### config.mk
export PLATFORM = sky130hd
export DESIGN_NAME = brsc_walk
export DESIGN_NICKNAME = d
export VERILOG_FILES = /design/src/rtl/core/brsc_pkg.sv /design/src/rtl/core/brsc_walk.sv
export SDC_FILE = /design/constraint.sdc
export NUM_CORES = 1
export LEC_CHECK = 0
export ABC_CLOCK_PERIOD_IN_PS = 4700
export BUFFER_PORTS_ARGS = -buffer_cell sky130_fd_sc_hd__buf_2
export CORE_MARGIN = 3
export CORE_UTILIZATION = 45
export DETAILED_ROUTE_END_ITERATION = 10
export PLACE_DENSITY = 0.67
export SKIP_CTS_REPAIR_TIMING = 1
export SYNTH_ARGS = -nofsm -noshare
export SYNTH_HDL_FRONTEND = slang
export SYNTH_SLANG_ARGS = --single-unit
### constraint.sdc
create_clock -name clk -period 4.7 [get_ports clk]
set_input_delay 0.235 -clock clk [delete_from_list [all_inputs] [get_ports clk]]
set_output_delay 0.235 -clock clk [all_outputs]
set_load 0.05 [all_outputs]
### src/rtl/core/brsc_pkg.sv
// Shared constants and types for the bitmap rectangle set/clear/toggle block
package brsc_pkg;

    localparam int GRID_SIDE_DEF = 1024;
    localparam int WORD_BITS_DEF = 64;

    localparam int COORD_W = 10;
    localparam int MODE_W  = 2;
    localparam int LIT_W   = 21;

    localparam logic [LIT_W-1:0] LIT_MAX = '1;

    typedef enum logic [MODE_W-1:0] {
        MODE_SET    = 2'd0,
        MODE_CLEAR  = 2'd1,
        MODE_INVERT = 2'd2,
        MODE_NONE   = 2'd3
    } mode_t;

    typedef struct packed {
        logic busy;
        logic issue;
    } walk_stat_t;

endpackage

### src/rtl/core/brsc_walk.sv
// Address and mask sequencer: seeks the first word, then walks words row by row
module brsc_walk #(
    parameter  int GRID_SIDE = brsc_pkg::GRID_SIDE_DEF,
    parameter  int WORD_BITS = brsc_pkg::WORD_BITS_DEF,
    localparam int ROW_WORDS = (GRID_SIDE + WORD_BITS - 1) / WORD_BITS,
    localparam int DEPTH     = GRID_SIDE * ROW_WORDS,
    localparam int AW        = (DEPTH > 1) ? $clog2(DEPTH) : 1
) (
    input  logic                          clk,
    input  logic                          rst_n,
    input  logic                          start,
    input  logic [brsc_pkg::COORD_W-1:0]  x_first,
    input  logic [brsc_pkg::COORD_W-1:0]  y_first,
    input  logic [brsc_pkg::COORD_W-1:0]  x_last,
    input  logic [brsc_pkg::COORD_W-1:0]  y_last,
    output brsc_pkg::walk_stat_t          stat,
    output logic [AW-1:0]                 addr,
    output logic [WORD_BITS-1:0]          mask
);

    localparam int XW   = (GRID_SIDE > 1) ? $clog2(GRID_SIDE) : 1;
    localparam int WW   = (ROW_WORDS > 1) ? $clog2(ROW_WORDS) : 1;
    localparam int BW   = $clog2(WORD_BITS);
    localparam int CW_A = $clog2(GRID_SIDE + WORD_BITS) + 1;
    localparam int CW   = (CW_A > brsc_pkg::COORD_W + 1) ? CW_A : brsc_pkg::COORD_W + 1;

    typedef enum logic [2:0] {
        W_IDLE = 3'b001,
        W_SEEK = 3'b010,
        W_RUN  = 3'b100
    } wstate_t;

    wstate_t         state_reg;
    wstate_t         state_next;

    logic [CW-1:0]   y0_reg;
    logic [CW-1:0]   y1_reg;
    logic [XW-1:0]   x_reg;
    logic [XW-1:0]   x1_reg;
    logic [WW-1:0]   w_reg;
    logic [WW-1:0]   w0_reg;
    logic [CW-1:0]   base_reg;
    logic [CW-1:0]   base0_reg;
    logic [AW-1:0]   row_addr_reg;

    logic [CW-1:0]   y0_in;
    logic [CW-1:0]   y1_raw;
    logic [CW-1:0]   y1_in;
    logic [CW-1:0]   x0_wide;
    logic [CW-1:0]   x1_raw;
    logic [CW-1:0]   x1_wide;
    logic [CW-1:0]   base_step;
    logic            seek_more;
    logic            row_end;
    logic [CW-1:0]   lo_full;
    logic [CW-1:0]   hi_full;
    logic [BW-1:0]   lo;
    logic [BW-1:0]   hi;

    always_comb
    begin
        y0_in   = CW'(y_first);
        y1_raw  = CW'(y_last);
        y1_in   = (y1_raw >= CW'(GRID_SIDE)) ? CW'(GRID_SIDE - 1) : y1_raw;
        x0_wide = CW'(x_first);
        x1_raw  = CW'(x_last);
        x1_wide = (x1_raw >= CW'(GRID_SIDE)) ? CW'(GRID_SIDE - 1) : x1_raw;

        base_step = base_reg + CW'(WORD_BITS);
        seek_more = (base_step <= y0_reg);
        row_end   = (base_step > y1_reg);

        lo_full = y0_reg - base_reg;
        hi_full = y1_reg - base_reg;
        lo      = (y0_reg > base_reg) ? lo_full[BW-1:0] : '0;
        hi      = row_end ? hi_full[BW-1:0] : BW'(WORD_BITS - 1);

        for (int b = 0; b < WORD_BITS; b++)
        begin
            mask[b] = (BW'(b) >= lo) && (BW'(b) <= hi);
        end

        addr = row_addr_reg + AW'(w_reg);
    end

    always_comb
    begin
        state_next = state_reg;
        unique case (state_reg)
            W_IDLE:
            begin
                if (start)
                begin
                    state_next = W_SEEK;
                end
            end
            W_SEEK:
            begin
                if (!seek_more)
                begin
                    state_next = W_RUN;
                end
            end
            W_RUN:
            begin
                if (row_end && (x_reg == x1_reg))
                begin
                    state_next = W_IDLE;
                end
            end
            default:
            begin
                state_next = W_IDLE;
            end
        endcase
    end

    always_ff @(posedge clk or negedge rst_n)
    begin
        if (!rst_n)
        begin
            state_reg <= W_IDLE;
        end
        else
        begin
            state_reg <= state_next;
        end
    end

    always_ff @(posedge clk)
    begin
        if (start)
        begin
            y0_reg       <= y0_in;
            y1_reg       <= y1_in;
            x_reg        <= x0_wide[XW-1:0];
            x1_reg       <= x1_wide[XW-1:0];
            w_reg        <= '0;
            base_reg     <= '0;
            row_addr_reg <= AW'(x0_wide) * AW'(ROW_WORDS);
        end
        else if (state_reg == W_SEEK)
        begin
            if (seek_more)
            begin
                w_reg    <= w_reg + WW'(1);
                base_reg <= base_step;
            end
            else
            begin
                w0_reg    <= w_reg;
                base0_reg <= base_reg;
            end
        end
        else if (state_reg == W_RUN)
        begin
            if (row_end)
            begin
                x_reg        <= x_reg + XW'(1);
                row_addr_reg <= row_addr_reg + AW'(ROW_WORDS);
                w_reg        <= w0_reg;
                base_reg     <= base0_reg;
            end
            else
            begin
                w_reg    <= w_reg + WW'(1);
                base_reg <= base_step;
            end
        end
    end

    assign stat.busy  = (state_reg != W_IDLE);
    assign stat.issue = (state_reg == W_RUN);

endmodule

== Word-level counts from Yosys, hierarchy flattened ==
Index checks and enable logic that the tools add are counted.
Storage, ports and cells
  register bits: 89
  bits in latches: 0
  bits in writable memories: 0
  bits in read-only memories: 0
  input port bits: 43
  output and inout port bits: 80
  memories: 0
Operators by class
  $add $sub $neg: 7
  multiply operators: 0
  divide/modulo/power cells: 0
  order comparisons: 131
  equal/unequal tests: 10
  shift-type cells: 0
  muxes and demuxes: 22
  bitwise gates (word level): 3
  reductions and logical operators: 73
Operator list (count)
  6-bit >= comparator, first input constant: 32
  6-bit <= comparator, first input constant: 32
  5-bit by 6-bit >= comparator with 1-bit output, first input constant: 16
  5-bit by 6-bit <= comparator with 1-bit output, first input constant: 16
  1-bit logical AND: 65
  14-bit 2-to-1 mux: 4
  4-bit by 6-bit >= comparator with 1-bit output, first input constant: 8
  4-bit by 6-bit <= comparator with 1-bit output, first input constant: 8
  12-bit 2-to-1 mux: 4
  10-bit 2-to-1 mux: 4
  3-bit by 6-bit >= comparator with 1-bit output, first input constant: 4
  3-bit by 6-bit <= comparator with 1-bit output, first input constant: 4
  4-bit 2-to-1 mux: 4
  14-bit by 4-bit adder with 14-bit output: 1
  14-bit by 5-bit adder with 14-bit output, second input constant: 1
  12-bit by 7-bit adder with 12-bit output, second input constant: 1
  1-bit by 6-bit >= comparator with 1-bit output, first input constant: 2
  2-bit by 6-bit >= comparator with 1-bit output, first input constant: 2
  10-bit by 12-bit > comparator with 1-bit output: 1
  12-bit by 10-bit > comparator with 1-bit output: 1
  1-bit by 6-bit <= comparator with 1-bit output, first input constant: 2
  12-bit by 10-bit <= comparator with 1-bit output: 1
  2-bit by 6-bit <= comparator with 1-bit output, first input constant: 2
  6-bit 2-to-1 mux: 2
  other kinds (16): 29

== Depth between registers and ports, before layout ==
Gate-level depths: netlist (run 1).
  depth in word-level cells: 6
  depth in mapped cells: 14
  mapped depth without buffers: 11

== Least setup slack after synthesis (run 1) ==
OpenSTA, ideal clock, no wires.
  kind: flip-flop to output port
  from: reg base_reg[6]
  to: out mask[24]
  data arrival time: 3659 ps
  required time: 4465 ps
  slack: 806 ps
  cell stages (with the launch flop): 14
  cells stage by stage: dfxtp_1 ha_1 nor2b_1 nand2b_1 ha_1 a21oi_1 nand2_1 a211o_1 o21bai_1 and2_1 buf_6 buf_2 nor3_1 a311oi_1
Between the ends
  longest elaborated chain between the ends: 5
  elaborated cells on any way between the ends: 8
  classes of those cells: add/sub (1); order compare (4); mux (2); reduce/logical (1)
Ends and longest elaborated chain
  start: declaration: RTL line brsc_walk.sv:42  | logic [CW-1:0] base_reg;
  start signal: assignment: RTL line brsc_walk.sv:147  | base_reg <= base_step;
  start signal: assignment: RTL line brsc_walk.sv:162  | base_reg <= base0_reg;
  start signal: assignment: RTL line brsc_walk.sv:167  | base_reg <= base_step;
  12-bit by 7-bit adder with 12-bit output: RTL line brsc_walk.sv:69  | base_step = base_reg + CW'(WORD_BITS);
  12-bit by 10-bit > comparator with 1-bit output: RTL line brsc_walk.sv:71  | row_end = (base_step > y1_reg);
  6-bit 2-to-1 mux: RTL line brsc_walk.sv:76  | hi = row_end ? hi_full[BW-1:0] : BW'(WORD_BITS - 1);
  5-bit by 6-bit <= comparator with 1-bit output: RTL line brsc_walk.sv:80  | mask[b] = (BW'(b) >= lo) && (BW'(b) <= hi);
  1-bit logical AND (*): RTL line brsc_walk.sv:80
  end: declaration: RTL line brsc_walk.sv:18  | output logic [WORD_BITS-1:0] mask
Every way passes the cells marked *; elsewhere a longest branch is shown, timed or not.

== Worst setup path in the final report (run 1) ==
  from: reg base_reg[8]
  to: out mask[26]
The elaborated chain is that of the path after synthesis.

==> metrics.yaml, run 1 <==
wl_per_cell_um: 19.07
finalCritPeriodShare: 0.8912
synthTopCellsByCount: "a21oi_1, edfxtp_1, nor2_1"
portBuffers: 122
crit_end: "mask[26]"
p_int_mw: 2.015
cts_buffers: 9
yosysTopAreaCellShare: 0.3255
p_switching_mw: 2.746
wl_um: 18440
grt_pass1_vias: 5542
rr_worst_depth: 12
drv_slew: 0
clkPwrFrac: 0.148
final_util: 0.5500
combPwrFrac: 0.646
skew_ns: 0.007279
pwr-share-seq: 0.206
reg2reg_slack_ns: 1.36
status: "completed"
grt_max_degree: 48
cts_tree: "built"
htree_levels: 3
crit_type: "flop to primary output"
drc: 0
worstReg2RegEnd: "row_addr_reg[4]"
p_leak_nw: 2.845
yosysTopAreaCell: "edfxtp_1"
track_usage: 0.2455
maxCapViolCount: 0
final_nets: 874
drt_first_pass_iters: 6
dieArea_um2: 14960
worstSetupStartpointType: "flop"
syn2layout_area_growth_pct: 16.77
syn-num-nets: 767
peakVddDrop_mv: 0.3137
start_util: 0.4711
cp_data_arrival_time_ns: 3.95
ys_ff_latch: 85
die_w_um: 122.3
cp.required_ns: 4.47
die_y_um: 122.3
cp_max_fo: 36
synth_ff_type: "edfxtp_1"
core_um2: 12930
synthArstFlopShare: 0.03529
place.gp.congestion: 0.9671
drive_gt1_frac: 0.2164
synth_cells: 683
syn_area_um2: 6090
n_fill_cell: 1218
grt_overflow_total: 0
switching_share: 0.5768
timing.fmax_mhz: 238.7
grt_first_pass_wirelength_um: 29200
io-pin-count: 123
cts.sinks: 85
clk_path_buf_depth: 2
dp_hpwl_um: 13770
yosysWarnings: 0
row_count: 41
routed_via_density: 6.050
power_mw: 4.762
synth_area_leaders: "edfxtp_1, ha_1, a21oi_1"
ant_nets: 0
finalSetupTns_ns: 0
syn_area_per_cell_um2: 8.916
hold_class: "input pin to flop"
clock_latency_ns: 0.34
reg2reg_from: "base_reg[8]"
yosysMostFrequentCell: "a21oi_1"
post_synth_num_cell_types: 70
cp-end-kind: "primary output"
finalSetupViolCount: 0
vias: 5850
crit_path_start: "base_reg[8]"
first_iter_violations: 709
path_clk_slew_ns: 0.07
ys_seq_area_frac: 0.3906
diodes: 0
cts_root_buffer: "clkbuf_16"
max_slew_margin: 0.2971
power_density_nw_per_um2: 669.7
antenna_found_initial: 0
rsz0062_at_grt: "no"
hold_viol_final: 0
period_needed_ns: 4.189
worstMarginPinSlew_ns: 1.054
synth_edf_count: 66
[layout make-up]
type | count | area (um^2) | area share
clock buffers | 9 | 225.2 | 0.03167
clock inverters | 7 | 76.32 | 0.01073
inverters | 41 | 153.9 | 0.02164
multi-input cells | 519 | 3358 | 0.4723
flip-flops and latches | 85 | 2379 | 0.3345
well taps | 172 | 215.2 | 0.03027
repair buffers | 134 | 703.2 | 0.09889
[power by group through the flow]
stage               Combinational, mW  Clock (mW)  Sequential (mW)
finish                           3.08       0.705            0.979
global route                     3.25       0.755            0.990
CTS                              3.05       0.716            0.978
detailed placement               3.04           0            0.994
global placement                 3.04           0            0.987
floorplan                        2.33           0             1.03
[cells by family (layout without fill, tap and decap cells)]
family                     count (synthesis)  after routing  synth area share
AOI/OAI and AO/OA                        213            213            0.2219
xor gates and xnor gates                  37             37           0.05322
adders and majority gates                 41             41           0.08671
buffers and inverters                     79            191           0.05917
DFF                                       85             85            0.3906
muxes                                      4              4          0.006575
and+or+nand+nor                          224            224            0.1818
[metal layers]
layer | share of wire | track usage
met1 | 0.41 | 0.3305
met2 | 0.46 | 0.3923
met4 | 0.037 | 0.09307
met5 | 0 | 0
met3 | 0.089 | 0.04793
[layout by cell type (no fill, tap or decap), types with 3 or more instances in the layout]
cell       netlist  final
buf_4            7     11
o32ai_1          3      3
a22oi_1          8      8
or3_1            3      3
ha_1            39     39
mux2i_1          4      4
nor3_1          18     18
buf_2           12    122
a221oi_1        11     11
a211oi_1        15     15
and2_1           4      4
nand4_1          7      7
o22ai_1          3      3
xor2_1          18     18
a31oi_1          9      9
nand2b_1        10     10
inv_1           39     39
nor2b_1          8      8
a21oi_1         85     85
clkinv_4         0      3
nor2_1          65     65
and3_1          13     13
nor4_1           5      5
xnor2_1         19     18
edfxtp_1        66     66
nand2_1         52     52
nand3_1         22     22
a32oi_1          6      6
clkbuf_16        0      9
o21ai_0         40     40
dfxtp_1         16     16
a311oi_1         6      6
[how the worst min path moves through the flow]
stage / startpoint / to / slack, ns / cells after the start
CTS: rst_n / state_reg[1] / -0.33 / 1
global route: y_first[9] / y0_reg[9] / 0.05 / 1
finish: x_last[7] / x1_reg[7] / 0.07 / 1
floorplan: rst_n / state_reg[1] / -0.06 / 0
detailed placement: rst_n / state_reg[1] / 0.03 / 1
global placement: rst_n / state_reg[1] / 0.03 / 1
[critical path, cell delays in order (launching register included)]
cell and delay [ns]:
dfxtp_1 0.46, inv_1 0.11, or3_1 0.42, nand2_1 0.11, ha_1 0.25, nand4_1 0.16
nor2_1 0.07, a211o_1 0.29, o21bai_1 0.27, and2_1 0.17, buf_4 0.39, nor2_4 0.20
a221oi_1 0.37, buf_2 0.33
[stage by stage]
step | worst slack [ns] | hold slack [ns] | area, um^2 | cells
6_report | 0.5113 | 0.06748 | 7111 | 967
2_1_floorplan | 0.8061 | -0.06059 | 6090 | 683
3_3_place_gp | 1.014 | 0.03064 | 6799 | 950
4_1_cts | 0.5368 | -0.3266 | 7101 | 966
5_1_grt | 0.2281 | 0.05210 | 7111 | 967
3_5_place_dp | 0.9292 | 0.03241 | 6799 | 950
(Power assumes the default switching activity.)
==> run 2, diff against run 1 <==
--- a/config.mk
+++ b/config.mk
@@ -10,6 +10,7 @@
 export CORE_MARGIN = 3
 export CORE_UTILIZATION = 45
 export DETAILED_ROUTE_END_ITERATION = 10
+export GPL_TIMING_DRIVEN = 0
 export PLACE_DENSITY = 0.67
 export SKIP_CTS_REPAIR_TIMING = 1
 export SYNTH_ARGS = -nofsm -noshare
==> run 2 against run 1 <==
Total power is 3.8% higher. Wire length is 8.1% higher. Non-clock buffer count is 28 higher. Largest cell class unchanged. Highest routed layer unchanged.
==> metrics.yaml, run 2 (synthesized netlist as in run 1, its figures left out) <==
cp_max_fo: 10  # -72%
grt_overflow_total: 0  # unchanged
dp_hpwl_um: 15370  # +12%
maxCapViolCount: 0  # unchanged
reg2reg_from: "base_reg[6]"
n_fill_cell: 1188  # -2.5%
drc: 0  # unchanged
vias: 5975  # +2.1%
clk_path_buf_depth: 2  # unchanged
final_cells: 995  # +2.9%
use_met2: 0.4373  # +0.04500
worstHoldStart: "x_last[6]"
first_iter_violations: 823  # +16%
finalSetupTns_ns: 0  # unchanged
cts_root_buffer: "clkbuf_16"
syn2layout_area_growth_pct: 19.35
antenna_found_initial: 0  # unchanged
worstMarginPinSlew_ns: 0.9825  # -0.07175 ns
portBuffers: 122  # unchanged
wl_per_cell_um: 20.04  # +5.1%
drv_slew: 0  # unchanged
cts_buffers: 9  # unchanged
drive_gt1_frac: 0.2236  # +0.007220
stdcell_area_um2: 7268  # +2.2%
dp.cells: 978  # +2.9%
track_usage: 0.2619  # +0.01644
crit_path_start: "base_reg[6]"
io-pin-count: 123  # unchanged
die_y_um: 122.3  # unchanged
power_density_nw_per_um2: 680.2  # +1.6%
layout_common_cells: "buf_2, a21oi_1, edfxtp_1"
peakVddDrop_mv: 0.3344  # +6.6%
cp.required_ns: 4.47  # about the same
reg2reg_slack_ns: 1.14  # -0.22 ns
skew_ns: 0.009450  # +0.002171 ns
path_clk_slew_ns: 0.07  # about the same
cp_data_arrival_time_ns: 4.02  # +0.07 ns
whs_path_depth: 1  # unchanged
grt_first_pass_wirelength_um: 30640  # +4.9%
busiest_layer: "met2"
htree_levels: 3  # unchanged
crit_type: "flop to primary output"
rsz0062_at_grt: "no"
cts_tree: "built"
die_w_um: 122.3  # unchanged
drt_first_pass_iters: 5  # -1
hold_viol_final: 0  # unchanged
routed_via_density: 6.005  # -0.74%
ant_nets: 0  # unchanged
timing.fmax_mhz: 234.8  # -1.6%
core_um2: 12930  # unchanged
worstSetupStartpointType: "flop"
period_needed_ns: 4.259  # +0.06993 ns
final_common_cell: "buf_2"
grt_max_degree: 32  # -33%
dpl-instance-area_um2: 6934  # +2.0%
grt_util_met1: 0.3401  # +0.009586
wl_um: 19940  # +8.1%
worstReg2RegEnd: "row_addr_reg[12]"
rr_worst_depth: 14  # +2
diodes: 0  # unchanged
dieArea_um2: 14960  # unchanged
max_slew_margin: 0.3403  # +0.04313
grt_pass1_vias: 5729  # +3.4%
final_nets: 902  # +3.2%
cts.sinks: 85  # unchanged
start_util: 0.4711  # unchanged
power_mw: 4.944  # +3.8%
use_met3: 0.03825  # -0.009677
clock_latency_ns: 0.33  # about the same
hold_class: "input pin to flop"
place.gp.congestion: 0.9896  # +2.3%
p_leak_nw: 2.920  # +2.6%
status: "completed"
min_to: "x1_reg[6]"
row_count: 41  # unchanged
finalSetupViolCount: 0  # unchanged
cp-end-kind: "primary output"
finalCritPeriodShare: 0.9061  # +0.01488
[run 2: critical path, stage by stage (launching register included)]
cell,delay [ns]
dfxtp_1,0.48
ha_1,0.29
nor2b_1,0.26
nand2b_1,0.17
ha_1,0.27
a21oi_1,0.16
nand2_1,0.07
a211o_1,0.32
o21bai_1,0.28
and2_1,0.20
buf_6,0.16
buf_2,0.26
nor3_1,0.12
a311oi_1,0.30
buf_2,0.33
[run 2: layer usage]
layer	vias up	share of wire
met3	53	0.076
met4	0	0.031
met1	2815	0.42
met5	-	0
met2	321	0.48
li1	2786	-
[run 2: area by class of cell]
cell class	instances	area (um^2)	area share
Buffer	38	206.4	0.02840
Clock buffer	9	225.2	0.03099
Clock inverter	7	96.34	0.01326
Inverter	41	153.9	0.02117
Multi-Input combinational cell	519	3357	0.4619
Sequential cell	85	2379	0.3273
Tap cell	172	215.2	0.02961
Timing Repair Buffer	124	635.6	0.08745
[run 2: worst max-delay path by stage]
stage                             to  slack, ns
global placement    row_addr_reg[11]       0.27
detailed placement          mask[24]       0.88
global route                mask[24]       0.21
floorplan                   mask[24]       0.81
CTS                         mask[24]       0.48
finish                      mask[24]       0.44
[run 2: per-stage QoR]
| step | hold WS (ns) | utilization | worst slack [ns] |
|---|---|---|---|
| floorplan | -0.06059 | - | 0.8061 |
| global placement | 0.03009 | 0.5349 | 0.2737 |
| detailed placement | 0.03214 | 0.5364 | 0.8775 |
| CTS | -0.3210 | 0.5613 | 0.4785 |
| global route | 0.06103 | 0.5622 | 0.2052 |
| finish | 0.07038 | 0.5622 | 0.4414 |
[run 2: power by group]
group | internal [mW] | total, mW | switching [mW]
clock | 0.467 | 0.757 | 0.290
sequential | 0.898 | 0.978 | 0.0804
combinational | 0.754 | 3.21 | 2.45
