`src/rtl/core/brsc_pkg.sv`:
```
// Shared constants and types for the bitmap rectangle set/clear/toggle block
package brsc_pkg;

    localparam int GRID_SIDE_DEF = 1024;
    localparam int WORD_BITS_DEF = 64;

    localparam int COORD_W = 10;
    localparam int MODE_W  = 2;
    localparam int LIT_W   = 21;

    localparam logic [LIT_W-1:0] LIT_MAX = '1;

    typedef enum logic [MODE_W-1:0] {
        MODE_SET    = 2'd0,
        MODE_CLEAR  = 2'd1,
        MODE_INVERT = 2'd2,
        MODE_NONE   = 2'd3
    } mode_t;

    typedef struct packed {
        logic busy;
        logic issue;
    } walk_stat_t;

endpackage

```
`src/rtl/core/brsc_tally.sv`:
```
// Running count of set cells: chunk popcounts, chunk sum, then accumulate
module brsc_tally #(
    parameter  int GRID_SIDE = brsc_pkg::GRID_SIDE_DEF,
    parameter  int WORD_BITS = brsc_pkg::WORD_BITS_DEF,
    localparam int TW_A      = $clog2(GRID_SIDE * GRID_SIDE + 1),
    localparam int TW        = (TW_A > brsc_pkg::LIT_W) ? TW_A : brsc_pkg::LIT_W
) (
    input  logic                 clk,
    input  logic                 rst_n,
    input  logic                 in_valid,
    input  logic [WORD_BITS-1:0] inc,
    input  logic [WORD_BITS-1:0] dec,
    output logic                 busy,
    output logic [TW-1:0]        total
);

    localparam int NCH = (WORD_BITS + 7) / 8;
    localparam int PW  = NCH * 8;
    localparam int SW  = $clog2(WORD_BITS + 1);

    function automatic logic [3:0] ones8(input logic [7:0] v);
        logic [3:0] n;
        n = '0;
        for (int i = 0; i < 8; i++)
        begin
            n = n + 4'(v[i]);
        end
        return n;
    endfunction

    logic [PW-1:0]  inc_pad;
    logic [PW-1:0]  dec_pad;
    logic [3:0]     inc_part_reg [NCH];
    logic [3:0]     dec_part_reg [NCH];
    logic [SW-1:0]  inc_sum_next;
    logic [SW-1:0]  dec_sum_next;
    logic [SW-1:0]  inc_sum_reg;
    logic [SW-1:0]  dec_sum_reg;
    logic           v1_reg;
    logic           v2_reg;
    logic [TW-1:0]  total_reg;

    assign inc_pad = PW'(inc);
    assign dec_pad = PW'(dec);

    always_comb
    begin
        inc_sum_next = '0;
        dec_sum_next = '0;
        for (int c = 0; c < NCH; c++)
        begin
            inc_sum_next = inc_sum_next + SW'(inc_part_reg[c]);
            dec_sum_next = dec_sum_next + SW'(dec_part_reg[c]);
        end
    end

    always_ff @(posedge clk)
    begin
        for (int c = 0; c < NCH; c++)
        begin
            inc_part_reg[c] <= ones8(inc_pad[c*8 +: 8]);
            dec_part_reg[c] <= ones8(dec_pad[c*8 +: 8]);
        end
        inc_sum_reg <= inc_sum_next;
        dec_sum_reg <= dec_sum_next;
    end

    always_ff @(posedge clk or negedge rst_n)
    begin
        if (!rst_n)
        begin
            v1_reg    <= 1'b0;
            v2_reg    <= 1'b0;
            total_reg <= '0;
        end
        else
        begin
            v1_reg <= in_valid;
            v2_reg <= v1_reg;
            if (v2_reg)
            begin
                total_reg <= total_reg + TW'(inc_sum_reg) - TW'(dec_sum_reg);
            end
        end
    end

    assign busy  = v1_reg | v2_reg;
    assign total = total_reg;

endmodule

```
`config.mk`:
```
export PLATFORM = sky130hd
export DESIGN_NAME = brsc_tally
export DESIGN_NICKNAME = d
export VERILOG_FILES = /design/src/rtl/core/brsc_pkg.sv /design/src/rtl/core/brsc_tally.sv
export SDC_FILE = /design/constraint.sdc
export NUM_CORES = 1
export LEC_CHECK = 0
export BUFFER_PORTS_ARGS = -buffer_cell sky130_fd_sc_hd__clkbuf_2
export CAP_MARGIN = 5
export CORE_MARGIN = 4
export CORE_UTILIZATION = 50
export DETAILED_ROUTE_END_ITERATION = 10
export PLACE_DENSITY_LB_ADDON = 0.2
export SKIP_LAST_GASP = 1
export SYNTH_ARGS = -nofsm -noshare
export SYNTH_HDL_FRONTEND = slang
export SYNTH_SLANG_ARGS = --single-unit
```
`constraint.sdc`:
```
create_clock -name clk -period 5.53 [get_ports clk]
set_input_delay 0.2765 -clock clk [delete_from_list [all_inputs] [get_ports clk]]
set_output_delay 0.2765 -clock clk [all_outputs]
set_load 0.01 [all_outputs]
```
## Word level (Yosys, flattened, before mapping)

Memories as Yosys holds them, arrays and structs flattened.
Index checks and enable logic that the tools add are counted.

| word-level totals | value |
|---|---|
| RAM bits | 64 |
| latch bits | 0 |
| memories kept | 2 |
| word-level logic and storage cells | 136 |
| input port bits | 131 |
| bits in registers | 37 |
| bits in read-only memories | 0 |
| output and inout bits | 22 |

Memories:

| memory | depth | bits a word | read ports | clocked after Yosys merged registers in | wr ports | line | text |
|---|---|---|---|---|---|---|---|
| dec_part_reg | 8 | 4 | 8 | 0 | 8 | brsc_tally.sv:34 | `logic [3:0] dec_part_reg [NCH];` |
| inc_part_reg | 8 | 4 | 8 | 0 | 8 | brsc_tally.sv:33 | `logic [3:0] inc_part_reg [NCH];` |

| operators by class | value |
|---|---|
| reduce and logical (&&, ||, !) cells | 0 |
| multiply operators | 0 |
| bitwise logic cells | 1 |
| add/subtract/negate cells | 128 |
| mux-type cells | 0 |
| magnitude comparators | 0 |
| shifts and indexed selects | 0 |
| eq/ne operators | 0 |
| divide/modulo/power cells | 0 |

Operators with widths:

| operator | count |
|---|---|
| $add A4 B1 Y4 | 64 |
| $add A3 B1 Y4 | 16 |
| $add A7 B4 Y7 | 8 |
| $add A2 B1 Y3 | 16 |
| $add A1 B1 Y2 | 16 |
| $add A21 B7 Y21 | 1 |
| $sub A21 B7 Y21 | 1 |
| $add A6 B4 Y7 | 2 |
| $add A5 B4 Y6 | 2 |
| $add A4 B4 Y5 | 2 |
| $or A1 B1 Y1 | 1 |

## Longest topological paths before layout

Gate-level depths: netlist of the first run.

| depth | value |
|---|---|
| depth in word-level cells | 7 |
| gate-level depth with buffers | 14 |

## Worst setup path after synthesis of the first run

OpenSTA, ideal clock, no wires.

| path | value |
|---|---|
| path type | register -> register |
| from | mem inc_part_reg[0][3] |
| to | reg inc_sum_reg[5] |
| path buffers | 0 |
| arrival | 3.306 ns |
| setup time | 0.072 ns |
| setup slack | 2.151 ns |
| cell stages (with the launch flop) | 13 |
| required time | 5.458 ns |
| clock period less this slack | 3.379 ns |
| path through | dfxtp_1 inv_1 fa_1 inv_1 fa_1 fa_1 inv_1 fa_1 inv_1 ha_1 a21o_1 a21oi_1 xnor2_1 |

RTL lines:

| item | line | text |
|---|---|---|
| from (decl) | brsc_tally.sv:33 |  |
| to (signal assigned) | brsc_tally.sv:64 | `inc_sum_reg <= inc_sum_next;` |
| to (decl) | brsc_tally.sv:37 | `logic [SW-1:0] inc_sum_reg;` |

==> impl_results.md, run 1 <==
- Worst Max-Slew Pin Slew: just under 0.6 ns
- Via density: 4.52
- Max-slew violation count: 0
- Relative area change from synthesis to final layout: 15.7%
- Max stage delay on crit path: 0.58 ns
- Worst-path fanout max: 2
- Number of endpoints failing setup at the final stage: 0
- Wire length of the first global-routing pass: roughly 24000 µm
- CTS Hold Buffers Added: 1
- Synth Flop Type: sky130_fd_sc_hd__dfxtp_1
- Status: finished, final reports clean
- Hold Crit Class: in2reg
- Per-cell routed wire length: 11.2 µm
- Clock Path Buffers: 2
- DIE WIDTH: 135 µm
- CP cell instances: inv_1, fa_1, inv_1, fa_1, fa_1, inv_1, fa_1, inv_1, ha_1, a21o_1, a21oi_1, xnor2_1
- Buffer count from post-CTS setup fixing: 0
- Setup repair after global routing missed its margin: false
- Die Area: 18300 µm²
- Overall Global Routing Usage: 16.2%
- Starting Density: 50.9%
- #FFs+latches synth: 101
- Via count: about 5400
- Cell with the largest stage delay on the worst path: sky130_fd_sc_hd__fa_1
- Post-synth EDFFs: 0
- Count of input and output buffers: between 150 and 200
- Count of antenna diodes in the layout: 0
- TritonRoute pass-1 iters: 4
- Die boundary height: roughly 140 µm
- Normalized max-slew margin: 60.5%
- Standard-cell row count: 46
- RePlAce Congestion: between 0.8 and 0.9
- Worst clock skew on the final layout: 0.0139 ns
- Post-CTS clock slew at the launch and capture registers of the worst setup and hold paths: 0.07 ns
- Layout cell share with drive strength beyond 1: roughly 18%
- Number of nets still failing antenna checks after routing: 0
- Final wirelength: about 13000 µm
- Data arrival, critical path: 3.78 ns
- Number of sinks driven by the clock tree: 101
- Most frequent cells in the layout: sky130_fd_sc_hd__inv_1 (281), sky130_fd_sc_hd__clkbuf_2 (152), sky130_fd_sc_hd__fa_1 (117), sky130_fd_sc_hd__ha_1 (83), sky130_fd_sc_hd__dfxtp_1 (78)
- Buffer and inverter count on the worst path: 4
- Clk root buf: sky130_fd_sc_hd__clkbuf_16
- Crit path required time: a little under 6 ns
- Share of synthesized flip-flops with an asynchronous set or reset: 22.8%
- Number of I/O pins: between 150 and 200
- Area of the core: 15900 µm²
- Post-synth cell types: 58
- Pin count of the biggest net entering global routing: 28
- Critical Path End Type: flip-flop
- Post-synthesis net count: 1152
- Clock latency on the worst-skew pair: ~0.35 ns
- Final hold vios: 0
- Final sum of negative setup slack: 0 ns
- Vias in the first global route: 5650
- Count of unresolved DRC violations after routing: 0
- H-Tree Depth: 3
- Nets@finish: 1307
- Family of cells with the greatest summed delay on the critical path: adder cells
- Number of buffers created by CTS: 9
- Half-perimeter wire length of the detailed placement result: ~12000 µm
- CTS tree: yes
- Final clock period utilization by the worst path: between 60 and 70%
- Number of violations of the max-capacitance limit: 0
- Category of the critical setup timing path: reg2reg
- Global route total overflow: 0
- Kind of start point of the critical path: flip-flop
- Number of DRC markers after the initial detailed-route iteration: 169
- Number of gates resized after CTS: 0
- Flop-to-flop setup slack: around 2.0 ns
- Maximum clock frequency: about 290 MHz
- Average size of a mapped cell: a little under 10 µm²
- Count of synthesis-stage warnings from yosys: 0
- Most frequent standard cell in the layout excluding fill and tap cells: sky130_fd_sc_hd__inv_1
- Sequential fraction of the synthesis area: between 20% and 30%
- Min Tclk post-route: 3.51 ns
- Area of the mapped netlist: between 8000 and 9000 µm²
- Antenna violations before repair: 0
- Cell count after synthesis: 821
==> cell type report <==
cell class                 instances  area, µm²
clock inverter                     2       10.0
multi-input combinational        428       4850
fill                            1420       6530
timing repair buffer             154        778
sequential                       101       2140
inverter                         282       1060
tap                              216        270
clock buffer                      12        256
==> path summary, 6_finish.rpt <==
check	startpoint	end	depth (start not counted)
min in group asynchronous	rst_n	total[14]	2
max reg2reg	inc_part_reg[0][3]	inc_sum_reg[5]	12
max in group asynchronous	rst_n	total[2]	2
min reg2reg	v1_reg	v2_reg	0
min	in_valid	v1_reg	1
max	inc_part_reg[0][3]	inc_sum_reg[5]	12
==> per-stage QoR <==
step	instances	util, %	worst slack (ns)	instance area (µm²)	hold WS, ns
after global placement	1180	57.2	2.07	9080	0.317
after detailed placement	1180	57.2	2.01	9080	0.313
after CTS	1195	58.9	2.00	9360	0.0302
after global routing	1195	58.9	1.79	9360	0.0331
final	1195	58.9	2.02	9360	0.0326
after floorplan	821	-	2.15	8090	-0.0191
==> cell usage after synthesis, types with 8 or more instances <==
cell,number,area share [%]
sky130_fd_sc_hd__nor2_1,13,0.60
sky130_fd_sc_hd__dfxtp_1,78,19
sky130_fd_sc_hd__o21ai_0,16,0.99
sky130_fd_sc_hd__xnor2_1,13,1.4
sky130_fd_sc_hd__nor2b_1,19,1.5
sky130_fd_sc_hd__dfrtp_1,23,7.1
sky130_fd_sc_hd__nand2_1,22,1.0
sky130_fd_sc_hd__a21oi_1,42,2.6
sky130_fd_sc_hd__xor2_1,14,1.5
sky130_fd_sc_hd__fa_1,117,29
sky130_fd_sc_hd__ha_1,83,13
sky130_fd_sc_hd__a21o_1,8,0.74
sky130_fd_sc_hd__nand3_1,9,0.56
sky130_fd_sc_hd__inv_1,281,13
==> cells by family after synthesis <==
| logic type | after synthesis | synth area share, % |
|---|---|---|
| mux | 6 | 0.758 |
| fa+ha+maj | 200 | 41.8 |
| buf+inv | 292 | 13.6 |
| compound gates | 102 | 8.26 |
| xor+xnor | 27 | 2.92 |
| simple gates | 93 | 6.19 |
| flops | 101 | 26.4 |
==> layer usage <==
metal	share of wire [%]	GRT usage, %	wire (µm)
met2	46	25.6	6170
met3	4.5	2.75	596
met4	1.5	4.98	201
met1	48	23.1	6380
met5	0	0	0
Power of run 1 is not shown: default switching activity piles up to over one toggle a cycle in this logic, so the estimate is an artifact.
==> run 2, diff against run 1 <==
Clock period 5.53 ns to 3.2 ns, I/O delays scaled along.
==> impl_results.md, run 2 (same netlist as run 1, synthesis figures left out) <==
- Standard-cell row count: 46 (unchanged)
- Count of unresolved DRC violations after routing: 0 (unchanged)
- GRT Max-Usage Layer: met2 (unchanged)
- Worst clock skew on the final layout: 0.0159 ns (was 0.0139 ns)
- Nets@finish: 1313 (was 1307)
- Final clock period utilization by the worst path: 104% (was 63.4%)
- Clock Path Buffers: 2 (unchanged)
- Number of buffers created by CTS: 9 (unchanged)
- Fraction of met3 tracks used by global routing: 2.79% (was 2.75%)
- Starting Density: 50.9% (unchanged)
- Setup repair after global routing missed its margin: true (was false)
- Max-slew violation count: 0 (unchanged)
- Final hold vios: 0 (unchanged)
- Number of placed instances with taps included: 1183 (was 1180)
- Per-cell routed wire length: 11.6 µm (was 11.2 µm)
- Fillers: 1421 (was 1420)
- Overall Global Routing Usage: 16.4% (was 16.2%)
- Global Route met1 Usage: 21.3% (was 23.1%)
- DIE WIDTH: 135 µm (unchanged)
- Number of DRC markers after the initial detailed-route iteration: 101 (was 169)
- Normalized max-slew margin: 57.6% (was 60.5%)
- Half-perimeter wire length of the detailed placement result: 12100 µm (was 11800 µm)
- Via density: 4.51 (was 4.52)
- Kind of start point of the critical path: flip-flop (unchanged)
- Status: complete, but fails checks (was finished, final reports clean)
- Layout cell share with drive strength beyond 1: 20.8% (was 18.4%)
- Via count: 5422 (was 5403)
- Pin count of the biggest net entering global routing: 28 (unchanged)
- Post-CTS clock slew at the launch and capture registers of the worst setup and hold paths: 0.07 ns (about the same)
- Area of the core: 15900 µm² (unchanged)
- Most frequent cells in the layout: sky130_fd_sc_hd__inv_1 (272), sky130_fd_sc_hd__clkbuf_2 (152), sky130_fd_sc_hd__fa_1 (114), sky130_fd_sc_hd__ha_1 (80), sky130_fd_sc_hd__dfxtp_1 (75) (was sky130_fd_sc_hd__inv_1 (281), sky130_fd_sc_hd__clkbuf_2 (152), sky130_fd_sc_hd__fa_1 (117), sky130_fd_sc_hd__ha_1 (83), sky130_fd_sc_hd__dfxtp_1 (78))
- Crit path required time: 3.49 ns (was 5.81 ns)
- Failing checks: setup timing
- Die boundary height: 135 µm (unchanged)
- Antenna violations before repair: 0 (unchanged)
- PnR worst setup slack: -0.136 ns (was 2.02 ns)
- TritonRoute pass-1 iters: 4 (unchanged)
- Hold Crit Class: in2reg (unchanged)
- RePlAce Congestion: 0.818 (was 0.800)
- Number of violations of the max-capacitance limit: 0 (unchanged)
- Post-route cell area: 9480 µm² (was 9360 µm²)
- Number of sinks driven by the clock tree: 101 (unchanged)
- Most frequent standard cell in the layout excluding fill and tap cells: sky130_fd_sc_hd__inv_1 (unchanged)
- Relative area change from synthesis to final layout: 17.3% (was 15.7%)
- Data arrival, critical path: 3.62 ns (was 3.78 ns)
- Number of I/O pins: 153 (unchanged)
- Worst-path fanout max: 2 (unchanged)
- Category of the critical setup timing path: reg2reg (unchanged)
- Number of nets still failing antenna checks after routing: 0 (unchanged)
- Global routing usage on met2: 28.3% (was 25.6%)
- Clk root buf: sky130_fd_sc_hd__clkbuf_16 (unchanged)
- Maximum clock frequency: 300 MHz (was 285 MHz)
- Count of antenna diodes in the layout: 0 (unchanged)
- Number of endpoints failing setup at the final stage: 8 (was 0)
- Min Tclk post-route: 3.34 ns (was 3.51 ns)
- CTS tree: yes (unchanged)
- Instance area at placement: 9130 µm² (was 9080 µm²)
- Critical Path End Type: flip-flop (unchanged)
- Global route total overflow: 0 (unchanged)
- Die Area: 18300 µm² (unchanged)
- Count of input and output buffers: 152 (unchanged)
- Final sum of negative setup slack: -0.615 ns (was 0 ns)
- Clock latency on the worst-skew pair: 0.35 ns (about the same)
- Vias in the first global route: 5695 (was 5650)
- Worst Max-Slew Pin Slew: 0.636 ns (was 0.592 ns)
- Wire length of the first global-routing pass: 24500 µm (was 24200 µm)
- Finished Layout Cells: 1203 (was 1195)
- Final wirelength: 13900 µm (was 13400 µm)
- H-Tree Depth: 3 (unchanged)
## run 2: changes by cell type in the layout (fill, tap and decap cells not counted), moves of 2 or more
cell	before	now
sky130_fd_sc_hd__ha_2	0	2
sky130_fd_sc_hd__fa_2	0	3
sky130_fd_sc_hd__fa_1	117	114
sky130_fd_sc_hd__clkbuf_1	1	3
sky130_fd_sc_hd__ha_1	83	80
sky130_fd_sc_hd__inv_2	1	10
sky130_fd_sc_hd__buf_4	1	6
sky130_fd_sc_hd__dfxtp_1	78	75
sky130_fd_sc_hd__clkinv_2	2	0
sky130_fd_sc_hd__a21oi_1	42	40
sky130_fd_sc_hd__inv_1	281	272
sky130_fd_sc_hd__a21oi_2	3	5
sky130_fd_sc_hd__dfxtp_2	0	3
## run 2: final cells by class
class                           instances  area (µm²)  area share [%]
Tap cell                              216         270            2.85
Sequential cell                       101        2140            22.6
Clock buffer                           15         278            2.93
Inverter                              282        1060            11.2
Multi-Input combinational cell        428        4880            51.5
Timing Repair Buffer                  160         826            8.71
Clock inverter                          1        30.0           0.317
## run 2: metal layers
metal	vias to the layer above	share of wire (%)	wire, µm
met5	-	0	0
met4	0	1.3	183
met3	15	4.3	592
met2	97	50	6890
met1	2537	45	6230
li1	2773	-	-
## run 2: metrics by stage
stage                     utilization [%]  worst slack (ns)  hold WS, ns
after CTS                            59.6            -0.144       0.0259
after detailed placement             57.5            -0.180        0.209
after global routing                 59.7            -0.250       0.0341
final                                59.7            -0.136       0.0309
after global placement               57.5            -0.115        0.202
after floorplan                         -           -0.0473       -0.136
## run 2: worst max-delay path, cell delays in order (launching register included)
cell,delay [ns]
sky130_fd_sc_hd__dfxtp_2,0.32
sky130_fd_sc_hd__inv_2,0.03
sky130_fd_sc_hd__fa_1,0.55
sky130_fd_sc_hd__inv_2,0.04
sky130_fd_sc_hd__fa_1,0.48
sky130_fd_sc_hd__fa_1,0.49
sky130_fd_sc_hd__inv_1,0.05
sky130_fd_sc_hd__fa_1,0.42
sky130_fd_sc_hd__inv_1,0.07
sky130_fd_sc_hd__ha_2,0.18
sky130_fd_sc_hd__inv_2,0.04
sky130_fd_sc_hd__fa_2,0.36
sky130_fd_sc_hd__nor2b_1,0.12
sky130_fd_sc_hd__o21ai_1,0.06
sky130_fd_sc_hd__nand2b_1,0.06
## run 2: worst paths after layout
path	from	cells after the start	slack, ns	end
worst max-delay path	dec_part_reg[1][14]	14	-0.14	dec_sum_reg[6]
worst min-delay path	inc[2]	2	0.03	inc_part_reg[0][0]
worst max register to register	dec_part_reg[1][14]	14	-0.14	dec_sum_reg[6]
worst min register to register	v1_reg	0	0.38	v2_reg
max in group asynchronous	rst_n	2	2.42	total[2]
min in group asynchronous	rst_n	2	0.35	total[13]
## run 2: repair_timing
action	CTS	global route
setup buffers	1	1
resized for setup	5	9
endpoints found under the hold margin	24	0
pin swaps	11	11
endpoints found under the setup margin	8	8
gates cloned	0	0
hold buffers	2	0
Power of run 2 is left out for the same reason.
==> run 3, diff against run 2 <==
Clock period 3.2 ns to 3.27 ns, I/O delays scaled along.
==> impl_results.md, run 3 (same netlist as run 1, synthesis figures left out) <==
- Global route total overflow: 0 (unchanged)
- Antenna violations before repair: 0 (unchanged)
- Clock latency on the worst-skew pair: 0.34 ns (was 0.35 ns)
- Count of antenna diodes in the layout: 0 (unchanged)
- Clk root buf: sky130_fd_sc_hd__clkbuf_16 (unchanged)
- Final wirelength: 13700 µm (was 13900 µm)
- Worst-path fanout max: 2 (unchanged)
- Area of the core: 15900 µm² (unchanged)
- Final sum of negative setup slack: -0.0887 ns (was -0.615 ns)
- H-Tree Depth: 3 (unchanged)
- Vias in the first global route: 5529 (was 5695)
- Final core utilization: 59.9% (was 59.7%)
- Via density: 4.47 (was 4.51)
- Number of violations of the max-capacitance limit: 0 (unchanged)
- Final hold vios: 0 (unchanged)
- Number of sinks driven by the clock tree: 101 (unchanged)
- Per-cell routed wire length: 11.3 µm (was 11.6 µm)
- TritonRoute pass-1 iters: 4 (unchanged)
- Most frequent standard cell in the layout excluding fill and tap cells: sky130_fd_sc_hd__inv_1 (unchanged)
- Critical Path End Type: flip-flop (unchanged)
- Failing checks: setup timing (unchanged)
- Maximum clock frequency: 301 MHz (was 300 MHz)
- Fillers: 1437 (was 1421)
- Relative area change from synthesis to final layout: 17.6% (was 17.3%)
- Status: complete, but fails checks (unchanged)
- Post-CTS clock slew at the launch and capture registers of the worst setup and hold paths: 0.07 ns (about the same)
- Data arrival, critical path: 3.56 ns (was 3.62 ns)
- Number of I/O pins: 153 (unchanged)
- Count of unresolved DRC violations after routing: 0 (unchanged)
- Kind of start point of the critical path: flip-flop (unchanged)
- Number of endpoints failing setup at the final stage: 3 (was 8)
- Category of the critical setup timing path: reg2reg (unchanged)
- Flop-to-flop setup slack: -0.05 ns (was -0.14 ns)
- CTS tree: yes (unchanged)
- Worst clock skew on the final layout: 0.00700 ns (was 0.0159 ns)
- Normalized max-slew margin: 58.8% (was 57.6%)
- Hold Crit Class: in2reg (unchanged)
- Half-perimeter wire length of the detailed placement result: 11800 µm (was 12100 µm)
- Die Area: 18300 µm² (unchanged)
- Min Tclk post-route: 3.32 ns (was 3.34 ns)
- Count of input and output buffers: 152 (unchanged)
- Overall Global Routing Usage: 16.2% (was 16.4%)
- Number of buffers created by CTS: 9 (unchanged)
- Sequential cell area: 2140 µm² (about the same)
- Layout cell share with drive strength beyond 1: 21.5% (was 20.8%)
- Starting Density: 50.9% (unchanged)
- Standard-cell row count: 46 (unchanged)
- Wire length of the first global-routing pass: 24100 µm (was 24500 µm)
- Crit path required time: 3.51 ns (was 3.49 ns)
- Max-slew violation count: 0 (unchanged)
- Final clock period utilization by the worst path: 102% (was 104%)
- RePlAce Congestion: 0.813 (was 0.818)
- Setup repair after global routing missed its margin: true (unchanged)
- Die boundary height: 135 µm (unchanged)
- Multi-input combinational cell area: 4880 µm² (about the same)
- Pin count of the biggest net entering global routing: 28 (unchanged)
- Worst Max-Slew Pin Slew: 0.618 ns (was 0.636 ns)
- Nets@finish: 1315 (was 1313)
- Via count: 5381 (was 5422)
- Clock Path Buffers: 2 (unchanged)
- Number of DRC markers after the initial detailed-route iteration: 94 (was 101)
- Number of nets still failing antenna checks after routing: 0 (unchanged)
- DIE WIDTH: 135 µm (unchanged)
- Instance area at placement: 9120 µm² (was 9130 µm²)
- PnR worst setup slack: -0.0497 ns (was -0.136 ns)
- Most frequent cells in the layout: sky130_fd_sc_hd__inv_1 (272), sky130_fd_sc_hd__clkbuf_2 (152), sky130_fd_sc_hd__fa_1 (112), sky130_fd_sc_hd__ha_1 (81), sky130_fd_sc_hd__dfxtp_1 (74) (was sky130_fd_sc_hd__inv_1 (272), sky130_fd_sc_hd__clkbuf_2 (152), sky130_fd_sc_hd__fa_1 (114), sky130_fd_sc_hd__ha_1 (80), sky130_fd_sc_hd__dfxtp_1 (75))
- Post-route cell area: 9510 µm² (was 9480 µm²)
-- run 3: area by class of cell --
| class | instances | area share [%] |
|---|---|---|
| multi-input combinational | 428 | 51.4 |
| sequential | 101 | 22.5 |
| inverter | 282 | 11.1 |
| timing repair buffer | 162 | 8.88 |
| tap | 216 | 2.84 |
| clock buffer | 11 | 2.66 |
| clock inverter | 5 | 0.592 |
-- run 3: routing by layer --
layer / wire length, µm / GRT usage, % / vias up
met2: 6620 / 27.3 / 96
met3: 605 / 3.05 / 10
li1: - / - / 2778
met4: 139 / 3.53 / 0
met5: 0 / 0 / -
met1: 6280 / 21.8 / 2497
-- run 3: timing repair --
item	4_1_cts	5_1_grt
pin swaps	13	10
setup endpoints to repair	8	8
buffers inserted	3	0
hold buffers	2	0
resized for setup	11	13
hold endpoints to repair	24	0
-- run 3: worst paths after layout --
kind | start | to | depth (start not counted)
max | dec_part_reg[1][2] | dec_sum_reg[3] | 12
min reg2reg | v1_reg | v2_reg | 0
max reg2reg | dec_part_reg[1][2] | dec_sum_reg[3] | 12
min | inc[10] | inc_part_reg[0][4] | 2
max in group asynchronous | rst_n | total[2] | 2
min in group asynchronous | rst_n | total[12] | 2
-- run 3: stage by stage --
| stage | worst slack, ns | instances | hold slack (ns) |
|---|---|---|---|
| 2_1_floorplan | -0.0440 | 821 | -0.132 |
| 3_3_place_gp | -0.114 | 1184 | 0.214 |
| 3_5_place_dp | -0.151 | 1184 | 0.208 |
| 4_1_cts | -0.0599 | 1205 | 0.0287 |
| 5_1_grt | -0.167 | 1205 | 0.0320 |
| 6_report | -0.0497 | 1205 | 0.0404 |
-- run 3: critical path, stage by stage, from the launching register on --
cell	delay, ns
sky130_fd_sc_hd__dfxtp_2	0.32
sky130_fd_sc_hd__inv_2	0.03
sky130_fd_sc_hd__fa_1	0.55
sky130_fd_sc_hd__inv_2	0.05
sky130_fd_sc_hd__fa_1	0.49
sky130_fd_sc_hd__fa_1	0.49
sky130_fd_sc_hd__inv_1	0.05
sky130_fd_sc_hd__fa_1	0.42
sky130_fd_sc_hd__inv_1	0.07
sky130_fd_sc_hd__ha_2	0.18
sky130_fd_sc_hd__inv_2	0.04
sky130_fd_sc_hd__fa_2	0.52
sky130_fd_sc_hd__inv_2	0.03
Power of run 3 is left out for the same reason.
